## config.mk

```make
export PLATFORM = sky130hd
export DESIGN_NAME = rtbl_digit
export DESIGN_NICKNAME = d
export VERILOG_FILES = /design/src/design/radix_tree_block_lookup_assert.svh /design/src/design/rtbl_pkg.sv /design/src/design/rtbl_digit.sv
export SDC_FILE = /design/constraint.sdc
export NUM_CORES = 1
export LEC_CHECK = 0
export ABC_AREA = 1
export BUFFER_PORTS_ARGS = -buffer_cell sky130_fd_sc_hd__buf_2
export CORE_MARGIN = 3
export CORE_UTILIZATION = 59
export DETAILED_ROUTE_END_ITERATION = 16
export MAX_ROUTING_LAYER = met4
export PLACE_DENSITY_LB_ADDON = 0.1
export SLEW_MARGIN = 30
export SYNTH_ARGS = -nofsm -noshare
export SYNTH_HDL_FRONTEND = slang
export SYNTH_SLANG_ARGS = --single-unit
```

## constraint.sdc

```tcl
create_clock -name vclk -period 2.94
set_clock_uncertainty 0.05 [all_clocks]
set_input_delay 0.147 -clock vclk [all_inputs]
set_output_delay 0.147 -clock vclk [all_outputs]
set_load 0.005 [all_outputs]
```

## src/design/radix_tree_block_lookup_assert.svh

```systemverilog
// Assertion macros for the radix tree block lookup.
`ifndef RADIX_TREE_BLOCK_LOOKUP_ASSERT_SVH
`define RADIX_TREE_BLOCK_LOOKUP_ASSERT_SVH
`ifndef SYNTHESIS
`define RTBL_ASSERT_IMPLIES(lbl, clk, rst_n, ante, cons) \
	lbl: assert property (@(posedge clk) disable iff (!rst_n) (ante) |-> (cons)) \
		else $error("rtbl: same-cycle check failed");
`define RTBL_ASSERT_NEXT(lbl, clk, rst_n, ante, cons) \
	lbl: assert property (@(posedge clk) disable iff (!rst_n) (ante) |=> (cons)) \
		else $error("rtbl: next-cycle check failed");
`else
`define RTBL_ASSERT_IMPLIES(lbl, clk, rst_n, ante, cons)
`define RTBL_ASSERT_NEXT(lbl, clk, rst_n, ante, cons)
`endif
`endif

```

## src/design/rtbl_pkg.sv

```systemverilog
// Shared types and constants for the radix tree block lookup.
package rtbl_pkg;
	localparam int VBA_W      = 48;
	localparam int PBA_OUT_W  = 32;
	localparam int ENTRY_IN_W = 32;
	localparam int NODE_W     = 8;
	localparam int SLOT_IN_W  = 6;
	localparam int CFG_IDX_W  = 2;
	localparam int CFG_DATA_W = 49;
	localparam int DEG_REG_W  = 3;
	localparam int HGT_REG_W  = 4;
	localparam int LEAF_W     = 49;
	localparam int ROOT_W     = 8;

	typedef enum logic [1:0] {
		ST_OK    = 2'd0,
		ST_RANGE = 2'd1,
		ST_STORE = 2'd2
	} status_t;

	localparam logic FUNC_WRITE  = 1'b0;
	localparam logic FUNC_LOOKUP = 1'b1;

	localparam logic [CFG_IDX_W-1:0] CFG_DEGREE = 2'd0;
	localparam logic [CFG_IDX_W-1:0] CFG_HEIGHT = 2'd1;
	localparam logic [CFG_IDX_W-1:0] CFG_LEAVES = 2'd2;
	localparam logic [CFG_IDX_W-1:0] CFG_ROOT   = 2'd3;
endpackage

```

## src/design/rtbl_digit.sv

```systemverilog
// Digit extractor: shifts the address right by the level position and masks.
module rtbl_digit #(
	parameter int MAX_DEG = 6,
	parameter int BW      = 3,
	parameter int PW      = 6
) (
	input  logic [rtbl_pkg::VBA_W-1:0] vba,
	input  logic [PW-1:0]              pos,
	input  logic [BW-1:0]              bits,
	output logic [MAX_DEG-1:0]         digit
);
	localparam int SW = MAX_DEG + 1;

	logic [rtbl_pkg::VBA_W-1:0] shifted;
	logic [SW-1:0]              one_sh;
	logic [MAX_DEG-1:0]         mask;

	always_comb begin
		shifted = vba >> pos;
		one_sh  = SW'(1) << bits;
		// wraps to all ones when bits equals the full digit width
		mask    = one_sh[MAX_DEG-1:0] - MAX_DEG'(1);
		digit   = shifted[MAX_DEG-1:0] & mask;
	end
endmodule

```

-- Word-level counts from Yosys, hierarchy flattened
Index checks and enable logic that the tools add are counted.
- multipliers: 0
- equal/unequal tests: 0
- shift operators: 2
- bitwise gates (word level): 1
- add/sub/neg operators: 1
- $lt $le $gt $ge: 0
- multiplexer cells: 0
- divide/modulo/power cells: 0
- reductions and logical operators: 0
- operator list (kind ; count):
    $shr 48x6->6 ; 1
    $and 6x6->6 ; 1
    $shl 1x3->6 const A ; 1
    $sub 6x1->6 const B ; 1
- memories: 0
- memory bits (writable): 0
- word-level logic and storage cells: 4
- latch bits: 0
- output and inout bits: 6
- bits in registers: 0
- bits in read-only memories: 0

-- Logic depth before layout (Yosys ltp)
- depth after elaboration: 3
- mapped depth: 13

-- Worst setup path after synthesis
Ideal clock, no wire load.
- kind: input -> output
- start point: input port pos[0]
- end point: output port digit[1]
- stages on the path: 11
- arrival time: 1.048 ns
- buffers on the path: 2
- required time: 2.743 ns
- setup slack: 1.695 ns
- cell sequence: buf_6 -> inv_8 -> buf_6 -> nand2_2 -> nand3_1 -> o21ai_1 -> o21ai_0 -> nand2_1 -> nand2_1 -> nand2_1 -> a21oi_2
- cells in the longest elaborated chain, start to end: 2
- RTL lines (what ; line ; text):
    start, declared ; rtbl_digit.sv:8 ; input logic [PW-1:0] pos,
    $shr 48x6->6 ; rtbl_digit.sv:19 ; shifted = vba >> pos;
    $and 6x6->6 ; rtbl_digit.sv:23 ; digit = shifted[MAX_DEG-1:0] & mask;
    end, declared ; rtbl_digit.sv:10 ; output logic [MAX_DEG-1:0] digit
No other way between the ends.

-- Final worst setup path
- start point: input port pos[1]
- end point: output port digit[2]
The elaborated chain is that of the path after synthesis.

==> results.yml <==
detailed_routing:
  route.detailed.drc: 0
  first_pass_iters: 4
  drt_iter0_drc: 246
  routed_wl_um: 6270
  route.vias.total: 2854
  wire_per_inst_um: 12.4
  ant_nets: 0
  via_per_inst: 5.64
die:
  coreArea_um2: 3080
  num_io_pins: 63
  dieArea_um2: 3950
  row_count: 20
  die_x_um: 62.9
  start_util: 0.620
  die_y_um: 62.9
logic_synthesis:
  synth_top_family_by_area: "simple AND/OR/NAND/NOR gates"
  synthXorXnorAreaFrac: 0
  synth.area.top_cells: "nand2_1 40%, nand3_1 28%, buf_6 5.9%, nor2_1 5.1%, inv_1 2.9%"
  synth_area_um2: 1910
  synthesis.instances: 421
  syn_nets: 478
  synth_cell_type_count: 21
  synth_simple_gate_area_frac: 0.756
  synth_largest_type_area_fraction: 0.403
  muxShareOfSynthArea: 0
  synth_largest_area_cell: "nand2_1"
  synth_fa_ha_area_frac: 0
  synth_compound_area_frac: 0.0976
  syn_area_per_cell_um2: 4.54
  yosysWarnings: 0
  synth-seq-area-share: 0
timing:
  period_needed_ps: 2080
  slew_viol_final: 0
  slew_headroom: 0.590
  hold_viol_final: 0
  rsz0062_at_grt: "no"
  worst_slew_pin_slew_ps: 615
  setup_violations: 0
  finalCritPeriodShare: 0.708
  fin_tns_setup_ps: 0
  fmax_mhz: 480
global_route:
  antenna_found_initial: 0
  grt_pass1_vias: 2653
  grt_max_degree: 45
  overflow: 0
  grt_usage: 0.336
  grt_first_pass_wirelength_um: 11000
flow_run:
  maxCapViolCount: 0
power:
  ir_drop_uv: 115
  leakage_nw: 1.23
  power.total_uw: 337
  power_density_nw_per_um2: 160
setup_path:
  crit_fanout: 37
  startpoint_type: "primary input"
  endpoint_kind: "output port"
  crit_required_ps: 2740
  crit_type: "primary input to output port"
  arrival_ps: 1890
clock_tree:
  hold_buffers: 0
  post_cts_resize_count: 0
  post_cts_buffers: 0
run_status:
  status: "finished, final reports clean"
placed_design:
  hpwlAfterDp_um: 4870
  port_buffers: 63
  gp_congestion: 1.01
  dp_cells: 506
final_layout:
  final_cells: 506
  drive_gt1_frac: 0.169
  seq_cell_count: 0
  multiInputGateArea_um2: 1630
  diodes: 0
  clock_buffer_count: 0
  seqCellArea_um2: 0
  syn2layout_area_growth_pct: 10.1
  nFillCells: 361
  finalNetCount: 521
worst_hold_path:
  min_path_type: "primary input to output port"
worst max-delay path, stage by stage:
cell	delay [ps]
buf_2	110
inv_2	450
nand2_1	220
inv_2	230
nand2_1	80
nand2_1	50
nor2_1	40
nand2_1	70
nand2_1	50
nand2_1	60
nand3_1	90
a21oi_1	140
buf_2	130
power by group:
group / switching [mW] / internal, mW
clock network: 0 / 0
registers: 0 / 0
logic: 0.215 / 0.122
total: 0.215 / 0.122
Yosys cell counts, drive strengths merged:
| library cell | n |
|---|---|
| clkbuf | 1 |
| nand2 | 206 |
| inv | 21 |
| or2 | 3 |
| nand3 | 108 |
| nor2 | 27 |
| o211ai | 5 |
| a21boi | 1 |
| buf | 23 |
| o21ai | 15 |
| a21oi | 11 |
metal layers:
layer  track usage  wire length (um)  vias to the layer above
met4         0.190               404                        0
met5             -                 0                        -
li1              -                 -                     1455
met2         0.573              2940                      135
met1         0.395              2550                     1228
met3       0.00540               378                       36
metrics by stage:
step	setup WS (ps)	utilization	hold slack, ps	area, um^2
after detailed placement	871	0.683	567	2100
after floorplan	1700	-	318	1910
after CTS	873	0.683	570	2100
final	857	0.683	572	2100
after global placement	874	0.683	560	2100
after global routing	633	0.683	619	2100
path summary, 6_finish.rpt:
path / slack (ps) / cells after the start / from / end
worst max-delay path: 860 / 13 / pos[1] / digit[2]
worst min-delay path: 570 / 4 / bits[1] / digit[5]
logic make-up (layout without fill, tap and decap cells):
family | Yosys count | in the layout
compound gates | 32 | 32
buf+inv | 45 | 86
simple gates | 344 | 344
placed cells by master (no fill, tap or decap), drive strengths merged:
cell / n
nor2: 27
inv: 21
nand3: 108
buf: 65
a21boi: 1
or2: 3
o211ai: 5
a21oi: 11
nand2: 206
o21ai: 15
area by class of cell:
| cell class | instances | area share |
|---|---|---|
| inverters | 21 | 0.0411 |
| multi-input cells | 376 | 0.776 |
| well taps | 44 | 0.0262 |
| repair buffers | 65 | 0.157 |
Note: power is estimated with default switching activity, not from simulation.
